**config.mk**
```make
export PLATFORM = sky130hd
export DESIGN_NAME = escape_rle_pattern_decoder_unit
export DESIGN_NICKNAME = d
export VERILOG_FILES = /design/src/hw/rtl/erpd_pkg.sv /design/src/hw/rtl/erpd_decoder.sv /design/src/hw/rtl/escape_rle_pattern_decoder_unit.sv
export SDC_FILE = /design/constraint.sdc
export NUM_CORES = 1
export LEC_CHECK = 0
export ABC_AREA = 0
export BUFFER_PORTS_ARGS = -buffer_cell sky130_fd_sc_hd__buf_2
export CORE_MARGIN = 4
export CORE_UTILIZATION = 50
export DETAILED_ROUTE_END_ITERATION = 10
export GPL_ROUTABILITY_DRIVEN = 0
export PLACE_DENSITY = 0.74
export SYNTH_ARGS = -nofsm -noshare
export SYNTH_HDL_FRONTEND = slang
export SYNTH_SLANG_ARGS = --single-unit
```
**constraint.sdc**
```tcl
create_clock -name clk -period 7 [get_ports clk]
set_clock_uncertainty 0.15 [all_clocks]
set_input_delay 0.35 -clock clk [delete_from_list [all_inputs] [get_ports clk]]
set_output_delay 0.35 -clock clk [all_outputs]
set_load 0.05 [all_outputs]
```
**src/hw/rtl/erpd_pkg.sv**
```systemverilog
// Shared types, constants and a helper function of the escape RLE pattern decoder.
`timescale 1ns / 1ps

package erpd_pkg;

    localparam int ROWS_PER_PATTERN = 64;
    localparam int BYTES_PER_CELL   = 4;
    localparam int CHANNEL_MAX      = 15;
    localparam int PATTERN_UNIT     = ROWS_PER_PATTERN * BYTES_PER_CELL;
    localparam int BYTES_W          = $clog2(CHANNEL_MAX * PATTERN_UNIT + 1);

    localparam int CHANNEL_W = 4;
    localparam int PATTERN_W = 9;
    localparam int CFG_IDX_W = 2;
    localparam int CFG_DATA_W = 9;

    localparam logic [CFG_IDX_W-1:0] REG_CHANNEL_COUNT = 2'd0;
    localparam logic [CFG_IDX_W-1:0] REG_PATTERN_COUNT = 2'd1;

    localparam logic [7:0] ESC_BYTE = 8'hFF;

    localparam logic [1:0] ST_OK      = 2'd0;
    localparam logic [1:0] ST_BAD_MAG = 2'd1;
    localparam logic [1:0] ST_CLIPPED = 2'd2;

    typedef struct packed {
        logic       emit;
        logic [7:0] out_byte;
        logic [7:0] run_length;
        logic       pattern_end;
        logic       all_done;
        logic [1:0] status;
    } erpd_result_t;

    typedef struct packed {
        logic                  write;
        logic [CFG_IDX_W-1:0]  index;
        logic [CFG_DATA_W-1:0] data;
    } erpd_cfg_t;

    function automatic logic [7:0] magic_byte(input logic [1:0] pos);
        logic [7:0] b;
        unique case (pos)
            2'd0: b = 8'h54;
            2'd1: b = 8'h54;
            2'd2: b = 8'h41;
            2'd3: b = 8'h50;
        endcase
        return b;
    endfunction

endpackage

```
**src/hw/rtl/erpd_decoder.sv**
```systemverilog
// Decoder state machine: magic check, escape parsing, run clipping and pattern counting.
`timescale 1ns / 1ps

module erpd_decoder
    import erpd_pkg::*;
(
    input  logic         clk,
    input  logic         rst_n,
    input  erpd_cfg_t    cfg,
    input  logic         step,
    input  logic [7:0]   byte_in,
    output erpd_result_t result
);

    typedef enum logic [2:0] {
        PH_MAGIC,
        PH_DATA,
        PH_COUNT,
        PH_VALUE,
        PH_LOCKED,
        PH_DONE
    } phase_t;

    phase_t                 phase_reg, phase_next;
    logic [1:0]             magic_pos_reg, magic_pos_next;
    logic [BYTES_W-1:0]     bytes_left_reg, bytes_left_next;
    logic [PATTERN_W-1:0]   patterns_left_reg, patterns_left_next;
    logic [7:0]             pending_reg, pending_next;
    logic [CHANNEL_W-1:0]   channel_count_reg;

    logic [CHANNEL_W-1:0]   ch_eff;
    logic [BYTES_W-1:0]     bytes_load;
    logic                   do_run;
    logic [7:0]             run_byte;
    logic [7:0]             run_n;
    logic                   clip;
    logic [7:0]             n_eff;
    logic [BYTES_W-1:0]     left_after;
    logic [PATTERN_W-1:0]   patterns_dec;
    logic [PATTERN_W-1:0]   pattern_eff;

    assign ch_eff      = (channel_count_reg == '0) ? CHANNEL_W'(1) : channel_count_reg;
    assign bytes_load  = BYTES_W'(ch_eff) * BYTES_W'(PATTERN_UNIT);
    assign clip        = BYTES_W'(run_n) > bytes_left_reg;
    assign n_eff       = clip ? bytes_left_reg[7:0] : run_n;
    assign left_after  = bytes_left_reg - BYTES_W'(n_eff);
    assign patterns_dec = (patterns_left_reg != '0) ? patterns_left_reg - PATTERN_W'(1)
                                                    : patterns_left_reg;
    assign pattern_eff = (cfg.data[PATTERN_W-1:0] == '0) ? PATTERN_W'(1)
                                                         : cfg.data[PATTERN_W-1:0];

    always_comb
    begin
        phase_next         = phase_reg;
        magic_pos_next     = magic_pos_reg;
        bytes_left_next    = bytes_left_reg;
        patterns_left_next = patterns_left_reg;
        pending_next       = pending_reg;
        result             = '0;
        do_run             = 1'b0;
        run_byte           = byte_in;
        run_n              = 8'd1;

        if (step)
        begin
            unique case (phase_reg)
                PH_MAGIC:
                begin
                    if (byte_in != magic_byte(magic_pos_reg))
                    begin
                        phase_next      = PH_LOCKED;
                        result.emit     = 1'b1;
                        result.out_byte = byte_in;
                        result.status   = ST_BAD_MAG;
                    end
                    else if (magic_pos_reg != 2'd3)
                    begin
                        magic_pos_next = magic_pos_reg + 2'd1;
                    end
                    else
                    begin
                        magic_pos_next  = 2'd0;
                        bytes_left_next = bytes_load;
                        phase_next      = PH_DATA;
                    end
                end
                PH_DATA:
                begin
                    if (byte_in == ESC_BYTE)
                    begin
                        phase_next = PH_COUNT;
                    end
                    else
                    begin
                        do_run = 1'b1;
                    end
                end
                PH_COUNT:
                begin
                    if (byte_in == 8'd0)
                    begin
                        do_run   = 1'b1;
                        run_byte = ESC_BYTE;
                    end
                    else
                    begin
                        pending_next = byte_in;
                        phase_next   = PH_VALUE;
                    end
                end
                PH_VALUE:
                begin
                    pending_next = 8'd0;
                    do_run       = 1'b1;
                    run_n        = pending_reg;
                end
                PH_LOCKED, PH_DONE:
                begin
                end
                default:
                begin
                end
            endcase
        end

        if (do_run)
        begin
            bytes_left_next   = left_after;
            result.emit       = 1'b1;
            result.out_byte   = run_byte;
            result.run_length = n_eff;
            result.status     = clip ? ST_CLIPPED : ST_OK;
            if (left_after == '0)
            begin
                result.pattern_end = 1'b1;
                patterns_left_next = patterns_dec;
                if (patterns_dec == '0)
                begin
                    result.all_done = 1'b1;
                    phase_next      = PH_DONE;
                end
                else
                begin
                    phase_next     = PH_MAGIC;
                    magic_pos_next = 2'd0;
                end
            end
            else
            begin
                phase_next = PH_DATA;
            end
        end
    end

    always_ff @(posedge clk or negedge rst_n)
    begin
        if (!rst_n)
        begin
            phase_reg         <= PH_MAGIC;
            magic_pos_reg     <= 2'd0;
            bytes_left_reg    <= '0;
            patterns_left_reg <= PATTERN_W'(1);
            pending_reg       <= 8'd0;
            channel_count_reg <= CHANNEL_W'(4);
        end
        else
        begin
            phase_reg      <= phase_next;
            magic_pos_reg  <= magic_pos_next;
            bytes_left_reg <= bytes_left_next;
            pending_reg    <= pending_next;
            if (cfg.write && cfg.index == REG_PATTERN_COUNT)
            begin
                patterns_left_reg <= pattern_eff;
            end
            else
            begin
                patterns_left_reg <= patterns_left_next;
            end
            if (cfg.write && cfg.index == REG_CHANNEL_COUNT)
            begin
                channel_count_reg <= cfg.data[CHANNEL_W-1:0];
            end
        end
    end

endmodule

```
**src/hw/rtl/escape_rle_pattern_decoder_unit.sv**
```systemverilog
// Top level: input register, decoder and result register with valid/ready handshakes.
// An accepted input beat passes from the input register through the decoder into the result register.
// Throughput: one input beat per cycle while the output is not stalled; bytes that only open a code give no result.
// The input register advances whenever the result register is empty or being drained.
// Reset clears the valid flags of both registers, reloads one pattern of four channels and awaits magic.
`timescale 1ns / 1ps

module escape_rle_pattern_decoder_unit
    import erpd_pkg::*;
(
    input  logic                  clk,
    input  logic                  rst_n,
    input  logic                  cfg_write,
    input  logic [CFG_IDX_W-1:0]  cfg_index,
    input  logic [CFG_DATA_W-1:0] cfg_data,
    input  logic                  in_valid,
    output logic                  in_ready,
    input  logic [7:0]            in_byte,
    output logic                  out_valid,
    input  logic                  out_ready,
    output logic [7:0]            out_byte,
    output logic [7:0]            run_length,
    output logic                  pattern_end,
    output logic                  all_done,
    output logic [1:0]            status
);

    logic         in_valid_reg;
    logic [7:0]   in_byte_reg;
    logic         out_valid_reg;
    erpd_result_t res_reg;
    erpd_result_t res;
    erpd_cfg_t    cfg;
    logic         advance;

    assign cfg.write = cfg_write;
    assign cfg.index = cfg_index;
    assign cfg.data  = cfg_data;

    assign advance  = in_valid_reg && (!out_valid_reg || out_ready);
    assign in_ready = !in_valid_reg || advance;

    erpd_decoder u_decoder (
        .clk     (clk),
        .rst_n   (rst_n),
        .cfg     (cfg),
        .step    (advance),
        .byte_in (in_byte_reg),
        .result  (res)
    );

    always_ff @(posedge clk or negedge rst_n)
    begin
        if (!rst_n)
        begin
            in_valid_reg  <= 1'b0;
            out_valid_reg <= 1'b0;
        end
        else
        begin
            if (in_ready)
            begin
                in_valid_reg <= in_valid;
            end
            if (advance)
            begin
                out_valid_reg <= res.emit;
            end
            else if (out_ready)
            begin
                out_valid_reg <= 1'b0;
            end
        end
    end

    always_ff @(posedge clk)
    begin
        if (in_ready && in_valid)
        begin
            in_byte_reg <= in_byte;
        end
        if (advance && res.emit)
        begin
            res_reg <= res;
        end
    end

    assign out_valid   = out_valid_reg;
    assign out_byte    = res_reg.out_byte;
    assign run_length  = res_reg.run_length;
    assign pattern_end = res_reg.pattern_end;
    assign all_done    = res_reg.all_done;
    assign status      = res_reg.status;

endmodule
```
# Yosys cells after proc, flatten, opt, wreduce, memory -nomap -nowiden
# Index checks and enable logic that the tools add are counted.
# totals
register_bits	68
latch_bits	0
ramBits	0
romBits	0
input_bits	24
out_inout_bits	22
elab_cells	119
mem_count	0
# classes
n_addsub	3
mul	0
div	0
n_lt_le_gt_ge	1
n_eq_ne	16
shift	0
mux	54
bitwise_logic	0
n_reduce_logical	31
# ops
op	count
2-to-1 mux 8 bit	9
2-to-1 mux 9 bit	8
2-to-1 mux 12 bit	5
2-to-1 mux 3 bit	8
one-hot mux 8 bit (3 select lines)	1
2-to-1 mux 2 bit	11
2-to-1 mux 21 bit	1
zero test 9 bit	2
one-hot mux 8 bit (2 select lines)	1
greater-than comparator 8 x 12 -> 1 bit	1
zero test 12 bit	1
nonzero test 2 bit	6
subtractor 12 x 8 -> 12 bit	1
one-hot mux 3 bit (3 select lines)	1
nonzero test 9 bit	1
subtractor 9 x 1 -> 9 bit (second input constant)	1
== test 8 bit (second input constant)	1
zero test 8 bit	1
!= test 8 bit	1
2-to-1 mux 1 bit	7
== test 3 x 2 -> 1 bit (second input constant)	2
logical AND 1 bit	5
AND reduction 5 bit	1
== test 2 x 1 -> 1 bit (second input constant)	2
20 further kinds	27

# Logic depth before layout (Yosys ltp)
# logic_depth
word_depth	12
mapped_depth	26
mapped_depth_nobuf	24

# Hierarchy
# From an unflattened synthesis, not the netlist that was laid out.
# unflattened
cells_unflattened	419
area_unflattened_um2	4093.9
# by_module_without_submodules
module	n_inst	cells_per_inst	area_per_inst_um2	seq_area_each_um2
erpd_decoder	1	381	3144.3	953.4
escape_rle_pattern_decoder_unit	1	38	949.7	890.9

# Worst setup path after synthesis
# No wires, ideal clock.
# synth_timing
path_type	register to register
start	register out_valid_reg (netlist: out_valid)
end	register u_decoder.patterns_left_reg[3]
setup_time_ns	0.082
t_arrival_ns	5.946
t_required_ns	6.768
setup_slack_ns	0.822
path_stages_with_launch	23
n_path_buf	2
synth_period_minus_slack_ns	6.178
path_cell_list	dfrtp_1 nor2b_1 buf_2 nor3_2 and2_1 ha_1 o21ai_0 a21oi_1 o311a_4 o31ai_1 clkbuf_1 a21oi_1 ha_1 a21oi_1 a21boi_0 or4b_4 nor3b_1 o41a_4 mux2i_4 o2111ai_4 or3_1 or4_1 a31oi_1
# synth_between
elab_chain_cells	10
elab_cells_between_ends	12
cone_classes	add/sub (1); order compare (1); mux (3); reduce/logical (7)
# synth_rtl
item	line_no	text
from (decl)	escape_rle_pattern_decoder_unit.sv:30	logic out_valid_reg;
from (signal assigned)	escape_rle_pattern_decoder_unit.sv:67	out_valid_reg <= res.emit;
zero test 1 bit (*)	escape_rle_pattern_decoder_unit.sv:40	assign advance = in_valid_reg && (!out_valid_reg || out_ready);
logical OR 1 bit (*)	escape_rle_pattern_decoder_unit.sv:40	
logical AND 1 bit (*)	escape_rle_pattern_decoder_unit.sv:40	
2-to-1 mux 8 bit	erpd_decoder.sv:64	if (step)
greater-than comparator 8 x 12 -> 1 bit	erpd_decoder.sv:44	assign clip = BYTES_W'(run_n) > bytes_left_reg;
2-to-1 mux 8 bit	erpd_decoder.sv:45	assign n_eff = clip ? bytes_left_reg[7:0] : run_n;
subtractor 12 x 8 -> 12 bit	erpd_decoder.sv:46	assign left_after = bytes_left_reg - BYTES_W'(n_eff);
zero test 12 bit	erpd_decoder.sv:133	if (left_after == '0)
nonzero test 2 bit (no source line)	n/a	
AND reduction 2 bit (no source line) (*)	n/a	
to (signal assigned)	erpd_decoder.sv:174	patterns_left_reg <= pattern_eff;
to (signal assigned)	erpd_decoder.sv:178	patterns_left_reg <= patterns_left_next;
to (decl)	erpd_decoder.sv:27	logic [PATTERN_W-1:0] patterns_left_reg, patterns_left_next;
# Mark *: on every way between the ends. The rest lies on a longest branch, timed or not.
# A chain may end at the register's enable or synchronous reset.

# Worst setup path in the final report
# layout_timing
start	register u_decoder.phase_reg[2]
end	register u_decoder.patterns_left_reg[4]
# layout_between
elab_chain_cells	9
elab_cells_between_ends	14
cone_classes	add/sub (1); order compare (1); eq/ne (3); mux (5); reduce/logical (4)
# layout_rtl
item	line_no	text
from (decl)	erpd_decoder.sv:24	phase_t phase_reg, phase_next;
from (signal assigned)	erpd_decoder.sv:168	phase_reg <= phase_next;
== test 3 x 2 -> 1 bit (*)	erpd_decoder.sv:66	unique case (phase_reg)
2-to-1 mux 8 bit (*)	erpd_decoder.sv:66	
2-to-1 mux 8 bit (*)	erpd_decoder.sv:64	
greater-than comparator 8 x 12 -> 1 bit	erpd_decoder.sv:44	
2-to-1 mux 8 bit (*)	erpd_decoder.sv:45	
net u_decoder.n_eff[0]	erpd_decoder.sv:37	logic [7:0] n_eff;
subtractor 12 x 8 -> 12 bit (*)	erpd_decoder.sv:46	
zero test 12 bit (*)	erpd_decoder.sv:133	
nonzero test 2 bit (no source line) (*)	n/a	
AND reduction 2 bit (no source line) (*)	n/a	
# The timed path passes the listed nets; every way through them passes the cells marked *.

==> summary.md <==
| Metric | Value |
|---|---|
| Crit path max fanout | 14 |
| Die W | 103 um |
| First-pass GRT wire length | between 15,000 and 20,000 um |
| Final Hold Fails | 23 |
| WL/cell | roughly 17 um |
| Detailed-route DRC error count | 0 |
| Final min period | 6.43 ns |
| Register area share after synthesis | 0.405 |
| Crit path arrival time | 6.56 ns |
| Max Cap Violations | 0 |
| Synth warnings | 0 |
| Routed vias | 4,111 |
| Slew headroom | 0.374 |
| Post-synth EDFFs | 28 |
| Drt pass-1 iters | 6 |
| Proportion of layout cells with a drive suffix above 1 | 0.171 |
| FF-to-FF setup slack | 0.57 ns |
| Post-synthesis async set-or-reset flop share | 0.588 |
| Initial Util | 0.517 |
| Post-place setup slack | 0.551 ns |
| Post-route core utilization | 0.586 |
| Drt initial violations | ~370 |
| H-tree depth | 3 |
| R2R cell count | 23 |
| Port buffer count | 45 |
| Total CTS buffers | 9 |
| GRT Overall Usage | 0.228 |
| HPWL Detailed | around 8200 um |
| Reg2Reg Capture Point | u_decoder.patterns_left_reg[4] |
| Total power | 1.94 mW |
| Worst-Skew Late Latency | between 0.3 and 0.4 ns |
| Grt ovf | 0 |
| # diodes | 0 |
| Clk slew on worst S/H paths | 0.08 ns |
| Startpoint types | flop |
| Synth-to-Final Area Change | 13.3% |
| DRT antenna net count | 0 |
| Die outline height | between 100 and 150 um |
| Final net count | 585 |
| Most frequent cells in the layout | nor2_1 (58), nand2_1 (46), buf_2 (45) |
| Setup TNS | 0 ns |
| Vias/cell | 6.26 |
| Worst setup margin | 0.570 ns |
| Clock tree buffer depth | 2 |
| Number of fill cells in the layout | 736 |
| Mapped Nets | 539 |
| Initial antenna violation count | 0 |
| Syn Area/Cell | approximately 9 um2 |
| # rows | 34 |
| Synthesized area | 4560 um2 |
| Outcome | finished, violations left |
| Synth cell types | 78 |
| Failing checks | hold timing |
| Met3 WL post-DR | 728 um |
| Ys flop type | dfrtp_1 |
| Worst hold path type | input pin to asynchronous set/reset pin |
| Vias in the first global route | 3,893 |
| Worst r2r src | u_decoder.phase_reg[2] |
| Setup Crit Path Kind | flop to flop |
| Core area | 8810 um2 |
| Leakage | roughly 2.1 nW |
| Clock sinks | 68 |
| Commonest non-fill, non-tap cell in the layout | nor2_1 |
| CP endpoint kind | flop |
| Die area | 10,700 um2 |
| Final period util | 0.919 |
| Unrepaired setup endpoints after global routing | no |
| Largest net degree at the start of global routing | 41 |
| Met2 wire length | 5180 um |
| Actual slew at the worst max-slew pin | 0.936 ns |
| # IOs | 46 |
| Crit path to | u_decoder.patterns_left_reg[4] |
| CTS tree | done |
| Final hold slack | -0.0331 ns |
| Synthesized flop and latch total | 68 |
| WP data required | 7.13 ns |
| Fmax | roughly 0.16 GHz |
| Final Max Tran Viols | 0 |
| Synthesized instance count | 498 |
| Routed WL | 11,400 um |
| Met1 WL | roughly 5300 um |
| Max Used Layer | met4 |
| CTS Root Cell | clkbuf_8 |
| Setup crit start | u_decoder.phase_reg[2] |
| Final Setup Violations | 0 |
| Peak VDD IR | 0.171 mV |
| Max reg flops | 12 |
| Pwr dens | between 300 and 400 nW/um2 |
## worst min path at each step
stage,startpoint,endpoint,slack (ns)
finish,rst_n,u_decoder.pending_reg[6],-0.03
global route,in_byte[3],in_byte_reg[3],0.01
detailed placement,u_decoder.pending_reg[2],u_decoder.pending_reg[2],0.35
floorplan,rst_n,in_valid_reg,-0.1
CTS,rst_n,u_decoder.pending_reg[6],0.01
global placement,u_decoder.pending_reg[0],u_decoder.pending_reg[0],0.34
## synthesized netlist by cell type, types with 3 or more instances
library cell | number | area, um2
a311oi_1 | 3 | 26.3
o22ai_1 | 3 | 18.8
clkbuf_1 | 11 | 41.3
mux2_2 | 5 | 56.3
edfxtp_1 | 28 | 841
a41oi_1 | 3 | 26.3
nor2_1 | 58 | 218
a2111oi_0 | 4 | 35.0
nand2b_1 | 12 | 75.1
a21o_1 | 4 | 30.0
and3_1 | 3 | 18.8
nor2b_1 | 4 | 25.0
and2_1 | 13 | 81.3
o21ai_1 | 6 | 30.0
nand3b_1 | 6 | 45.0
a31oi_1 | 5 | 31.3
o21a_1 | 8 | 60.1
nor4_1 | 9 | 56.3
o31ai_1 | 9 | 67.6
a211oi_1 | 4 | 30.0
o311ai_0 | 4 | 35.0
nand3_1 | 7 | 35.0
nor3b_1 | 4 | 30.0
a22o_1 | 3 | 26.3
buf_2 | 7 | 35.0
ha_1 | 16 | 200
dfrtp_1 | 38 | 951
nand4_1 | 7 | 43.8
or3_1 | 11 | 68.8
or4_1 | 3 | 22.5
xnor2_1 | 9 | 78.8
o21ai_0 | 26 | 130
nor3_1 | 10 | 50.1
a21oi_1 | 29 | 145
inv_1 | 21 | 78.8
and3b_1 | 3 | 26.3
nand2_1 | 46 | 173
## area by class of cell
| cell class | count | area (um2) | share of cell area |
|---|---|---|---|
| Multi-Input combinational cell | 385 | 2540 | 0.492 |
| Clock inverter | 7 | 98.8 | 0.0191 |
| Tap cell | 108 | 135 | 0.0262 |
| Timing Repair Buffer | 57 | 333 | 0.0645 |
| Inverter | 23 | 86.3 | 0.0167 |
| Clock buffer | 9 | 124 | 0.0240 |
| Sequential cell | 68 | 1850 | 0.357 |
## repair_timing
action	CTS	global route
hold buffers	7	0
resized for setup	0	3
hold endpoints to repair	7	0
endpoints found under the setup margin	0	6
buffers inserted	0	0
## routing by layer
layer  GRT usage  vias up
met5           0        -
met4      0.0657        0
met3      0.0423       24
met2       0.355      146
met1       0.324     1984
li1            -     1957
## critical path: stages, from the launching register on
cell,delay [ns]
dfrtp_1,0.49
and3b_2,0.41
nand3_1,0.17
nor2_1,0.25
ha_1,0.18
nand4_1,0.12
a311oi_1,0.41
a21oi_1,0.20
o31ai_1,0.12
buf_4,0.23
nor2_1,0.06
a21oi_1,0.16
ha_1,0.20
inv_1,0.05
fa_1,0.42
a21o_1,0.22
a211oi_1,0.37
o31ai_1,0.22
and2_1,0.18
o311ai_0,0.47
o211a_2,0.25
o2111ai_1,0.32
or4_1,0.52
a31oi_1,0.17
## cells by family (layout without fill, tap and decap cells)
group / Yosys count / after routing / share of synthesized area
and+or+nand+nor: 206 / 206 / 0.233
muxes: 8 / 8 / 0.0217
buffers and inverters: 45 / 96 / 0.0415
AOI/OAI and AO/OA: 143 / 143 / 0.229
DFF: 68 / 68 / 0.405
adders and majority gates: 17 / 17 / 0.0483
xor gates and xnor gates: 11 / 11 / 0.0211
## power breakdown
part,internal (mW),switching [mW],total [mW]
clock,0.202,0.168,0.371
sequential,0.516,0.133,0.649
combinational,0.351,0.570,0.921
## metrics by stage
stage	area [um2]	cells	hold slack [ns]
after floorplan	4560	498	-0.0956
after global placement	4860	634	0.339
after detailed placement	4860	634	0.351
after CTS	5150	657	0.0109
after global routing	5160	657	0.0138
final	5160	657	-0.0331
No activity file was read; power rests on OpenSTA's default activity.
